`config.mk`:
```
export PLATFORM = sky130hd
export DESIGN_NAME = integer_to_decimal_ascii_top_flat
export DESIGN_NICKNAME = d
export VERILOG_FILES = /design/src/hw/rtl/itdc_pkg.sv /design/src/hw/rtl/itdc_intf.sv /design/src/hw/rtl/itdc_bcd_unit.sv /design/src/hw/rtl/itdc_seq.sv /design/src/hw/rtl/integer_to_decimal_ascii_top.sv /design/src/flat_wrapper.sv
export SDC_FILE = /design/constraint.sdc
export NUM_CORES = 1
export LEC_CHECK = 0
export BUFFER_PORTS_ARGS = -buffer_cell sky130_fd_sc_hd__buf_2
export CORE_MARGIN = 2
export CORE_UTILIZATION = 50
export CTS_CLUSTER_SIZE = 16
export DETAILED_ROUTE_END_ITERATION = 16
export PLACE_DENSITY = 0.69
export SETUP_SLACK_MARGIN = 0.4
export SKIP_CTS_REPAIR_TIMING = 1
export SLEW_MARGIN = 15
export SYNTH_ARGS = -nofsm -noshare
export SYNTH_HDL_FRONTEND = slang
export SYNTH_SLANG_ARGS = --single-unit
```
`constraint.sdc`:
```
create_clock -name clk -period 7.2 [get_ports clk]
set_input_delay 1.44 -clock clk [delete_from_list [all_inputs] [get_ports clk]]
set_output_delay 1.44 -clock clk [all_outputs]
set_load 0.01 [all_outputs]
```
`src/hw/rtl/itdc_pkg.sv`:
```
// Shared types and constants for the binary to decimal ASCII converter.
package itdc_pkg;

	localparam int VALUE_BITS = 16;
	localparam int IN_BITS    = 16;
	localparam int NDIG       = (VALUE_BITS * 30103) / 100000 + 1;
	localparam int DIG_IDX_W  = $clog2(NDIG);
	localparam int CNT_W      = $clog2(VALUE_BITS + 1);
	localparam int WR_DATA_W  = 5;
	localparam int CHAR_W     = 8;
	localparam int LEN_W      = 4;

	localparam logic [CHAR_W-1:0] CHAR_ZERO  = 8'h30;
	localparam logic [CHAR_W-1:0] CHAR_MINUS = 8'h2D;
	localparam logic [CHAR_W-1:0] CHAR_SPACE = 8'h20;

	typedef enum logic [1:0] {
		REG_SIGNED_MODE = 2'd0,
		REG_BUFFER_SIZE = 2'd1,
		REG_PAD_WIDTH   = 2'd2
	} reg_idx_t;

	typedef enum logic [1:0] {
		ST_IDLE,
		ST_CONV,
		ST_EMIT
	} state_t;

	typedef logic [3:0] digit_t;
	typedef logic [NDIG-1:0][3:0] bcd_t;

	typedef struct packed {
		logic             signed_mode;
		logic [LEN_W-1:0] budget;
		logic [LEN_W-1:0] pad_width;
	} cfg_t;

	typedef struct packed {
		logic                  load;
		logic [VALUE_BITS-1:0] mag;
	} bcd_cmd_t;

	typedef struct packed {
		logic             done;
		logic [LEN_W-1:0] sig_digits;
	} bcd_stat_t;

endpackage

```
`src/hw/rtl/itdc_intf.sv`:
```
// Request channel interfaces: input words and output characters.
interface itdc_in_if import itdc_pkg::*; ();
	logic               valid;
	logic               ready;
	logic [IN_BITS-1:0] value;

	modport source (output valid, output value, input ready);
	modport sink   (input valid, input value, output ready);
endinterface

interface itdc_out_if import itdc_pkg::*; ();
	logic              valid;
	logic              ready;
	logic [CHAR_W-1:0] character;
	logic              is_last;
	logic [LEN_W-1:0]  number_length;

	modport source (output valid, output character, output is_last, output number_length,
		input ready);
	modport sink   (input valid, input character, input is_last, input number_length,
		output ready);
endinterface

```
`src/hw/rtl/itdc_bcd_unit.sv`:
```
// Iterative shift-and-add-3 binary to BCD unit, one bit per cycle.
module itdc_bcd_unit import itdc_pkg::*; (
	input  logic      clk,
	input  logic      arst_n,
	input  bcd_cmd_t  cmd,
	output bcd_stat_t stat,
	output bcd_t      bcd
);

	logic                  busy_q;
	logic                  done_q;
	logic [CNT_W-1:0]      cnt_q;
	logic [VALUE_BITS-1:0] bin_q;
	bcd_t                  bcd_q;
	bcd_t                  adj;
	logic [NDIG*4-1:0]     adj_flat;
	bcd_t                  bcd_sh;
	logic [LEN_W-1:0]      sig;

	always_comb begin
		for (int i = 0; i < NDIG; i++) begin
			adj[i] = (bcd_q[i] >= 4'd5) ? bcd_q[i] + 4'd3 : bcd_q[i];
		end
	end

	assign adj_flat = adj;
	assign bcd_sh   = {adj_flat[NDIG*4-2:0], bin_q[VALUE_BITS-1]};

	always_comb begin
		sig = LEN_W'(1);
		for (int i = 1; i < NDIG; i++) begin
			if (bcd_q[i] != 4'd0) begin
				sig = LEN_W'(i + 1);
			end
		end
	end

	always_ff @(posedge clk or negedge arst_n) begin
		if (!arst_n) begin
			busy_q <= 1'b0;
			done_q <= 1'b0;
			cnt_q  <= '0;
		end else if (cmd.load) begin
			busy_q <= 1'b1;
			done_q <= 1'b0;
			cnt_q  <= CNT_W'(VALUE_BITS);
		end else if (busy_q) begin
			cnt_q <= cnt_q - CNT_W'(1);
			if (cnt_q == CNT_W'(1)) begin
				busy_q <= 1'b0;
				done_q <= 1'b1;
			end
		end else begin
			done_q <= 1'b0;
		end
	end

	always_ff @(posedge clk) begin
		if (cmd.load) begin
			bin_q <= cmd.mag;
			bcd_q <= '0;
		end else if (busy_q) begin
			bin_q <= {bin_q[VALUE_BITS-2:0], 1'b0};
			bcd_q <= bcd_sh;
		end
	end

	assign stat.done       = done_q;
	assign stat.sig_digits = sig;
	assign bcd             = bcd_q;

endmodule

```
`src/hw/rtl/itdc_seq.sv`:
```
// Sequencer: takes words, runs the BCD unit, sizes the field and emits characters.
module itdc_seq import itdc_pkg::*; (
	input  logic      clk,
	input  logic      arst_n,
	input  cfg_t      cfg,
	itdc_in_if.sink   value_ch,
	itdc_out_if.source char_ch,
	output bcd_cmd_t  cmd,
	input  bcd_stat_t stat,
	input  bcd_t      bcd
);

	state_t                state_q, state_d;
	logic                  neg_q;
	logic                  sign_q;
	logic [LEN_W-1:0]      len_q;
	logic [LEN_W-1:0]      last_q;
	logic [LEN_W-1:0]      k_q;
	logic [VALUE_BITS-1:0] word;
	logic                  in_acc;
	logic                  out_acc;
	logic [LEN_W-1:0]      ndig_d;
	logic                  sign_d;
	logic [LEN_W-1:0]      len_d;
	logic [LEN_W-1:0]      tot_d;
	logic [LEN_W-1:0]      didx;
	digit_t                dsel;

	assign word    = VALUE_BITS'(value_ch.value);
	assign in_acc  = value_ch.valid & value_ch.ready;
	assign out_acc = char_ch.valid & char_ch.ready;

	// field sizing from the finished conversion
	assign ndig_d = (stat.sig_digits < cfg.budget) ? stat.sig_digits : cfg.budget;
	assign sign_d = neg_q & (ndig_d < cfg.budget);
	assign len_d  = ndig_d + LEN_W'(sign_d);
	assign tot_d  = (len_d > cfg.pad_width) ? len_d : cfg.pad_width;

	assign didx = len_q - LEN_W'(1) - k_q;
	assign dsel = bcd[didx[DIG_IDX_W-1:0]];

	always_comb begin
		state_d = state_q;
		unique case (state_q)
			ST_IDLE: begin
				if (in_acc) state_d = ST_CONV;
			end
			ST_CONV: begin
				if (stat.done) state_d = ST_EMIT;
			end
			ST_EMIT: begin
				if (out_acc && k_q == last_q) state_d = ST_IDLE;
			end
			default: state_d = ST_IDLE;
		endcase
	end

	always_comb begin
		value_ch.ready        = 1'b0;
		char_ch.valid         = 1'b0;
		cmd.load              = in_acc;
		cmd.mag               = (cfg.signed_mode & word[VALUE_BITS-1]) ? (~word + 1'b1) : word;
		char_ch.is_last       = (k_q == last_q);
		char_ch.number_length = len_q;
		if (sign_q && k_q == '0) begin
			char_ch.character = CHAR_MINUS;
		end else if (k_q < len_q) begin
			char_ch.character = CHAR_ZERO + {4'd0, dsel};
		end else begin
			char_ch.character = CHAR_SPACE;
		end
		unique case (state_q)
			ST_IDLE: value_ch.ready = 1'b1;
			ST_CONV: ;
			ST_EMIT: char_ch.valid  = 1'b1;
			default: ;
		endcase
	end

	always_ff @(posedge clk or negedge arst_n) begin
		if (!arst_n) begin
			state_q <= ST_IDLE;
			k_q     <= '0;
		end else begin
			state_q <= state_d;
			if (state_q == ST_CONV && stat.done) begin
				k_q <= '0;
			end else if (out_acc) begin
				k_q <= k_q + LEN_W'(1);
			end
		end
	end

	always_ff @(posedge clk) begin
		if (in_acc) begin
			neg_q <= cfg.signed_mode & word[VALUE_BITS-1];
		end
		if (state_q == ST_CONV && stat.done) begin
			sign_q <= sign_d;
			len_q  <= len_d;
			last_q <= tot_d - LEN_W'(1);
		end
	end

endmodule

```
`src/hw/rtl/integer_to_decimal_ascii_top.sv`:
```
// Top level of the binary to decimal ASCII converter.
// Usage:
//   value_ch takes one word per request; in signed mode it is two's
//   complement and a negative word prints with a leading minus if room.
//   char_ch returns the decimal text, most significant character first,
//   one character per request, padded with trailing spaces to pad_width;
//   is_last marks the final character, number_length counts sign+digits.
//   wr_en/wr_index/wr_data write signed_mode, buffer_size, pad_width;
//   write only while idle (value_ch.ready high).
// Timing:
//   A word is converted by a shift-and-add-3 unit, one bit per cycle; the
//   sequencer then sizes the field and offers the first character.
//   Characters then leave one per cycle while char_ch.ready is high;
//   value_ch.ready is low from acceptance until the last character is
//   taken, so a new word is not accepted before then.
// Reset: returns to idle with signed_mode 0, buffer_size 10, pad_width 0.
// Stall: a low char_ch.ready holds the current character and the sequence.
module integer_to_decimal_ascii_top import itdc_pkg::*; (
	input  logic                 clk,
	input  logic                 arst_n,
	itdc_in_if.sink              value_ch,
	itdc_out_if.source           char_ch,
	input  logic                 wr_en,
	input  logic [1:0]           wr_index,
	input  logic [WR_DATA_W-1:0] wr_data
);

	logic       signed_mode_q;
	logic [4:0] buffer_size_q;
	logic [3:0] pad_width_q;
	cfg_t       cfg;
	bcd_cmd_t   cmd;
	bcd_stat_t  stat;
	bcd_t       bcd;

	always_ff @(posedge clk or negedge arst_n) begin
		if (!arst_n) begin
			signed_mode_q <= 1'b0;
			buffer_size_q <= 5'd10;
			pad_width_q   <= 4'd0;
		end else if (wr_en) begin
			unique case (wr_index)
				REG_SIGNED_MODE: signed_mode_q <= wr_data[0];
				REG_BUFFER_SIZE: buffer_size_q <= wr_data[4:0];
				REG_PAD_WIDTH:   pad_width_q   <= wr_data[3:0];
				default: ;
			endcase
		end
	end

	always_comb begin
		cfg.signed_mode = signed_mode_q;
		cfg.pad_width   = pad_width_q;
		if (buffer_size_q < 5'd2) begin
			cfg.budget = 4'd1;
		end else if (buffer_size_q > 5'd16) begin
			cfg.budget = 4'd15;
		end else begin
			cfg.budget = 4'(buffer_size_q - 5'd1);
		end
	end

	itdc_bcd_unit u_bcd (
		.clk    (clk),
		.arst_n (arst_n),
		.cmd    (cmd),
		.stat   (stat),
		.bcd    (bcd)
	);

	itdc_seq u_seq (
		.clk      (clk),
		.arst_n   (arst_n),
		.cfg      (cfg),
		.value_ch (value_ch),
		.char_ch  (char_ch),
		.cmd      (cmd),
		.stat     (stat),
		.bcd      (bcd)
	);

`ifndef NO_ASSERTIONS
	a_idle_no_char: assert property (@(posedge clk) disable iff (!arst_n)
		value_ch.ready |-> !char_ch.valid)
		else $error("character offered while idle");

	a_busy_after_accept: assert property (@(posedge clk) disable iff (!arst_n)
		(value_ch.valid && value_ch.ready) |=> !value_ch.ready)
		else $error("new word taken during conversion");

	a_idle_after_last: assert property (@(posedge clk) disable iff (!arst_n)
		(char_ch.valid && char_ch.ready && char_ch.is_last) |=> value_ch.ready)
		else $error("not idle after last character");

	a_len_nonzero: assert property (@(posedge clk) disable iff (!arst_n)
		char_ch.valid |-> (char_ch.number_length != 4'd0))
		else $error("zero number length");
`endif

endmodule

```
`src/flat_wrapper.sv`:
```
// flat-port wrapper written by rule: the top's interface ports become plain ports
module integer_to_decimal_ascii_top_flat import itdc_pkg::*;
  (clk, arst_n, wr_en, wr_index, wr_data, value_ch_valid, value_ch_value, value_ch_ready, char_ch_valid, char_ch_character, char_ch_is_last, char_ch_number_length, char_ch_ready);
  itdc_in_if value_ch_i ();
  itdc_out_if char_ch_i ();
  input  logic clk;
  input  logic arst_n;
  input  logic wr_en;
  input  logic [1:0] wr_index;
  input  logic [WR_DATA_W-1:0] wr_data;
  input wire logic [$bits(value_ch_i.valid)-1:0] value_ch_valid;
  input wire logic [$bits(value_ch_i.value)-1:0] value_ch_value;
  output wire logic [$bits(value_ch_i.ready)-1:0] value_ch_ready;
  output wire logic [$bits(char_ch_i.valid)-1:0] char_ch_valid;
  output wire logic [$bits(char_ch_i.character)-1:0] char_ch_character;
  output wire logic [$bits(char_ch_i.is_last)-1:0] char_ch_is_last;
  output wire logic [$bits(char_ch_i.number_length)-1:0] char_ch_number_length;
  input wire logic [$bits(char_ch_i.ready)-1:0] char_ch_ready;
  assign value_ch_i.valid = value_ch_valid;
  assign value_ch_i.value = value_ch_value;
  assign value_ch_ready = value_ch_i.ready;
  assign char_ch_valid = char_ch_i.valid;
  assign char_ch_character = char_ch_i.character;
  assign char_ch_is_last = char_ch_i.is_last;
  assign char_ch_number_length = char_ch_i.number_length;
  assign char_ch_i.ready = char_ch_ready;
  integer_to_decimal_ascii_top u_core (.clk(clk), .arst_n(arst_n), .value_ch(value_ch_i), .char_ch(char_ch_i), .wr_en(wr_en), .wr_index(wr_index), .wr_data(wr_data));
endmodule
```
==> Yosys cells after proc, flatten, opt, wreduce, memory -nomap -nowiden <==
Index checks and enable logic that the tools add are counted.
Widths: inputs -> output; s select.
{ "totals": {"regBits": 69, "output_inout_bits": 15} }
{ "op_classes": {"addsub": 14, "n_lt_le_gt_ge": 12, "eq_ne": 10, "muxes": 36, "n_bitwise": 5, "n_reduce_logical": 16} }
{ "ops": {"columns": ["op", "n"], "rows": [
  ["$mux 4", 14],
  ["$mux 16", 3],
  ["$ge 4x3->1 const B", 5],
  ["$add 16x1->16 const B", 1],
  ["$add 4x2->4 const B", 4],
  ["$not 16->16", 1],
  ["$reduce_bool 4->1", 4],
  ["$mux 7", 2],
  ["$bmux 4 s3", 1],
  ["$lt 4x4->1", 3],
  ["$mux 5", 2],
  ["$mux 1", 8],
  ["$mux 2", 4],
  ["$sub 4x1->4 const B", 2],
  ["$add 6x4->7 const A", 1],
  ["$pmux 2 s3", 1],
  ["$reduce_and 2->1", 3],
  ["$eq 5x1->1 const B", 1],
  ["$gt 5x5->1 const B", 1],
  ["$lt 5x2->1 const B", 1],
  ["$sub 5x1->5 const B", 1],
  ["$add 4x1->4", 1],
  ["$add 4x1->4 const B", 1],
  ["$and 1x1->1", 4],
  ["other kinds (17)", 24]
]} }

==> Depth between registers and ports, before layout <==
{ "logic_depth": {"word_depth": 13, "mapped_depth": 27} }

==> Cells and area by module <==
From an unflattened synthesis, not the netlist that was laid out.
{ "hier_totals": {"cells_unflattened": 482, "hier_area_um2": 4695.8} }
{ "by_module_without_submodules": {"columns": ["mod", "instances", "cells_per_inst", "area_per_inst_um2", "seq_area_each_um2"], "rows": [
  ["itdc_bcd_unit", 1, 228, 2293.4, 1056.0],
  ["itdc_seq", 1, 215, 1915.6, 450.4],
  ["integer_to_decimal_ascii_top", 1, 39, 486.7, 252.7]
]} }

==> Least setup slack after synthesis <==
No wires, ideal clock.
{ "synth_path": {"kind": "register to register", "from": "register u_core.u_bcd.bcd_q, in the netlist u_core.u_bcd.bcd[16]", "to": "register u_core.u_seq.last_q[2] (data pin)", "setup_time_ns": 0.266, "arrival_ns": 5.110, "required_ns": 6.934, "setup_slack_ns": 1.824, "path_stages_with_launch": 27, "n_path_buf": 0, "path_cell_list": "dfxtp_1 inv_1 ha_1 or3b_4 nand2b_1 a31oi_1 ha_1 nor4b_2 o31ai_4 a22o_2 clkinv_2 ha_1 o21ai_0 o21a_1 ha_1 ha_1 ha_1 nor2b_1 o21ai_0 nand2b_1 a21oi_1 a41oi_2 mux2i_1 ha_1 nand2b_1 a21oi_1 nand4b_1"} }
{ "synth_via": {"elab_chain_len": 10} }
{ "synth_lines": {"columns": ["item", "line_no", "source"], "rows": [
  ["start: declaration", "itdc_bcd_unit.sv:14", "bcd_t bcd_q;"],
  ["start signal: assignment", "itdc_bcd_unit.sv:64", "bcd_q <= bcd_sh;"],
  ["$reduce_bool 4->1 (*)", "itdc_bcd_unit.sv:32", "if (bcd_q[i] != 4'd0) begin"],
  ["$mux 4 (*)", "itdc_bcd_unit.sv:32", null],
  ["$lt 4x4->1", "itdc_seq.sv:34", "assign ndig_d = (stat.sig_digits < cfg.budget) ? stat.sig_digits : cfg.budget;"],
  ["$mux 4 (*)", "itdc_seq.sv:34", null],
  ["$lt 4x4->1 (*)", "itdc_seq.sv:35", "assign sign_d = neg_q & (ndig_d < cfg.budget);"],
  ["$and 1x1->1 (*)", "itdc_seq.sv:35", null],
  ["via u_core.u_seq.sign_d", "itdc_seq.sv:23", "logic sign_d;"],
  ["$add 4x1->4 (*)", "itdc_seq.sv:36", "assign len_d = ndig_d + LEN_W'(sign_d);"],
  ["via u_core.u_seq.len_d[1]", "itdc_seq.sv:24", "logic [LEN_W-1:0] len_d;"],
  ["$gt 4x4->1", "itdc_seq.sv:37", "assign tot_d = (len_d > cfg.pad_width) ? len_d : cfg.pad_width;"],
  ["$mux 4 (*)", "itdc_seq.sv:37", null],
  ["$sub 4x1->4 (*)", "itdc_seq.sv:101", "last_q <= tot_d - LEN_W'(1);"],
  ["end signal: assignment", "itdc_seq.sv:101", null],
  ["end: declaration", "itdc_seq.sv:17", "logic [LEN_W-1:0] last_q;"]
]} }
The timed path passes the listed nets; every way through them passes the cells marked *.
A chain may end at the register's enable or synchronous reset.

==> Worst setup path in the final report <==
Ends and elaborated chain as after synthesis.

==> flow_metrics.py <==
metrics = {
    "power": {
        "leakagePower_nw": 2.143,
        "ir_worst_vdd_mv": 0.1654,
        "power.density_nw_per_um2": 480.6,
        "p_total_mw": 2.365,
    },
    "clock_network": {
        "clock_latency_ns": 0.34,
        "clk_pin_slew_ns": 0.08,
        "h-tree-depth": 3,
        "cts_buffers": 9,
        "cts_root_buf": "clkbuf_8",
        "cts_tree": "done",
        "clockBufferDepth": 2,
        "cts.sinks": 69,
    },
    "timing": {
        "slew_headroom_pct": 29.91,
        "period_share_pct": 84.56,
        "period_needed_ns": 6.088,
        "whs_ns": 0.4809,
        "clock_skew_ns": 0.01005,
        "max_freq_mhz": 164.3,
        "worst_slew_pin_slew_ns": 1.047,
        "hold_viol_final": 0,
        "grt_setup_unrepaired": "false",
        "timing.setup.tns_ns": 0,
        "finalSetupViolCount": 0,
        "drv_slew": 0,
    },
    "global_route": {
        "antenna_found_initial": 0,
        "grt_max_degree": 33,
        "first_global_vias": 3306,
        "grt_pass1_wl_um": 15120,
        "grt.overflow.total": 0,
        "grt_use_total_pct": 19.17,
    },
    "floorplanning": {
        "io_pins": 43,
        "die_w_um": 97.91,
        "die_area_um2": 9585,
        "num_rows": 34,
        "core_area_um2": 8636,
        "die_h_um": 97.91,
        "start_util_pct": 51.06,
    },
    "worst_setup_path": {
        "worst-endpoint-arrival_ns": 6.17,
        "critPathCaptureType": "flip-flop",
        "reg2reg_from": "u_core.u_bcd.bcd[16]",
        "startpoint_type": "flip-flop",
        "startpoint": "u_core.u_bcd.bcd[16]",
        "cp_max_fo": 8,
        "reg2reg_slack_ns": 1.11,
        "endpoint": "u_core.u_seq.last_q[2]",
        "critical_path_class": "flip-flop to flip-flop",
        "reg2reg_to": "u_core.u_seq.last_q[2]",
        "r2r_cells": 26,
        "crit_required_ns": 7.29,
    },
    "placed_design": {
        "hpwl_um": 6427,
        "gp_congestion": 0.7871,
        "io_buffers": 39,
        "placed_cell_area_um2": 4683,
        "placed_cells": 604,
    },
    "logic_synthesis": {
        "synth-compound-area-share_pct": 13.56,
        "synth_xor_area_share_pct": 7.151,
        "syn_inst": 469,
        "synthMuxAreaShare_pct": 7.321,
        "async_flop_share_pct": 33.33,
        "synthFlopType": "edfxtp_1",
        "netlist_area_um2": 4409,
        "syn_area_per_cell_um2": 9.401,
        "ys_warn_count": 0,
        "yosysTopAreaCellShare_pct": 17.71,
        "synth.area.top_cells": "edfxtp_1, dfrtp_1, ha_1, dfxtp_1, o21ai_0",
        "synth_top_family_by_area": "simple AND/OR/NAND/NOR gates",
        "yosysTopAreaCell": "edfxtp_1",
        "synth_fa_ha_area_share_pct": 9.818,
        "synth.distinct_cells": 60,
        "synth_seq_area_share_pct": 39.90,
        "synth-edff-count": 26,
        "ys_ff_latch": 69,
        "synth-simple-area-share_pct": 17.79,
    },
    "routing": {
        "drc": 0,
        "drt-vias-per-instance": 5.434,
        "drt_wl_total_um": 8651,
        "ant_nets": 0,
        "dr.pass1.iters": 4,
        "drt_iter0_drc": 118,
        "via_count": 3369,
        "wl_per_cell_um": 13.95,
    },
    "finish": {
        "drive_above_1_share_pct": 16.41,
        "final-instance-count-excl-fill": 620,
        "post-route-cell-area_um2": 4921,
        "fin_nets": 569,
        "n_antenna_cell": 0,
        "syn_to_final_growth_pct": 11.61,
    },
    "job": {
        "max-cap-violations": 0,
    },
    "min_path": {
        "hold_class": "flip-flop to flip-flop",
    },
    "status": {
        "status": "finished, final reports clean",
    },
}
## cell usage after synthesis, drive strengths merged (3+ instances only)
| cell | n |
|---|---|
| a21oi | 32 |
| a31oi | 4 |
| and3 | 3 |
| buf | 4 |
| clkbuf | 9 |
| dfrtp | 21 |
| dfxtp | 20 |
| edfxtp | 26 |
| ha | 33 |
| inv | 32 |
| mux2 | 10 |
| mux2i | 12 |
| mux4 | 4 |
| nand2 | 48 |
| nand2b | 12 |
| nand3 | 11 |
| nand4b | 3 |
| nor2 | 43 |
| nor2b | 6 |
| nor3 | 10 |
| nor3b | 3 |
| nor4 | 4 |
| o21ai | 42 |
| o41ai | 3 |
| or3b | 3 |
| xnor2 | 19 |
| xor2 | 17 |
## metal layers
layer  up-vias  GRT usage, %  routed length, µm
met5         -             0                  0
met4         0         4.380                 77
met3         6         3.651                328
met2        61         32.46               4152
met1      1589         25.63               4094
li1       1713             -                  -
## critical path: stages (launching register included)
cell	delay (ns)
dfxtp_1	0.34
inv_1	0.10
ha_1	0.22
or3b_4	0.41
nand2b_1	0.20
a31oi_1	0.28
ha_1	0.24
nor4b_2	0.07
o31ai_4	0.39
a22o_2	0.28
clkinv_2	0.09
ha_1	0.27
o21ai_0	0.06
o21a_1	0.20
ha_1	0.23
ha_1	0.36
ha_1	0.33
nor2b_1	0.12
o21ai_0	0.08
nand2b_1	0.08
a21oi_1	0.08
a41oi_2	0.41
mux2i_1	0.30
ha_1	0.27
nor2_1	0.07
o211ai_1	0.22
nand4b_1	0.12
## sequential cells by signal, summed over array words and instances, names as in the netlist, 2 cells and up
signal / count
u_core.buffer_size_q: 5
u_core.pad_width_q: 4
u_core.u_bcd.bcd: 20
u_core.u_bcd.bin_q: 16
u_core.u_bcd.cnt_q: 5
u_core.u_seq.char_ch.number_length: 4
u_core.u_seq.k_q: 4
u_core.u_seq.last_q: 4
u_core.u_seq.state_q: 2
## where the power goes
part	switching (mW)	total [mW]	internal [mW]
clock	0.151	0.382	0.231
combinational	0.670	1.21	0.540
sequential	0.155	0.773	0.618
## stage by stage
step	setup WS, ns	util, %
finish	1.112	56.98
global route	0.6461	56.98
CTS	1.173	56.98
detailed placement	1.176	54.23
global placement	1.449	54.23
floorplan	1.824	-
## cell usage in the layout, fill, tap and decap left out, types with 10 or more instances in the layout
| cell type | synthesis | final |
|---|---|---|
| nor2_1 | 43 | 43 |
| dfrtp_1 | 21 | 21 |
| xnor2_1 | 19 | 19 |
| nand3_1 | 11 | 11 |
| a21oi_1 | 32 | 32 |
| inv_1 | 32 | 32 |
| nand2_1 | 47 | 47 |
| edfxtp_1 | 26 | 26 |
| xor2_1 | 17 | 17 |
| ha_1 | 33 | 33 |
| mux2i_1 | 12 | 12 |
| o21ai_0 | 40 | 40 |
| mux2_2 | 10 | 10 |
| nand2b_1 | 12 | 12 |
| buf_2 | 0 | 39 |
| dfxtp_1 | 20 | 20 |
## cells by family after synthesis
kind of cell             count (synthesis)
AO/OA/AOI/OAI                           98
XOR/XNOR                                36
adder cells (fa/ha/maj)                 34
buffers and inverters                   47
flip-flops                              69
multiplexers                            26
other                                    2
AND/OR/NAND/NOR                        157
## worst min-delay path by stage
stage	slack (ns)	cells past startpoint	end	start
finish	0.48	1	u_core.u_seq.state_q[0]	u_core.u_seq.state_q[1]
global route	0.51	1	u_core.u_seq.state_q[0]	u_core.u_seq.state_q[1]
CTS	0.48	1	u_core.u_seq.state_q[0]	u_core.u_seq.state_q[1]
detailed placement	0.46	1	u_core.u_seq.state_q[0]	u_core.u_seq.state_q[1]
global placement	0.46	2	u_core.u_bcd.bcd[0]	u_core.u_bcd.bin_q[15]
floorplan	0.44	1	u_core.u_seq.state_q[0]	u_core.u_seq.state_q[1]
## area by class of cell
| class | instances | area [µm²] |
|---|---|---|
| inverters | 34 | 128.9 |
| clock inverters | 6 | 110.1 |
| well taps | 108 | 135.1 |
| flip-flops and latches | 69 | 1759 |
| fillers | 807 | 3715 |
| clock buffers | 10 | 127.6 |
| multi-input cells | 354 | 2465 |
| repair buffers | 39 | 195.2 |
Power figures use the tool's default switching activity.
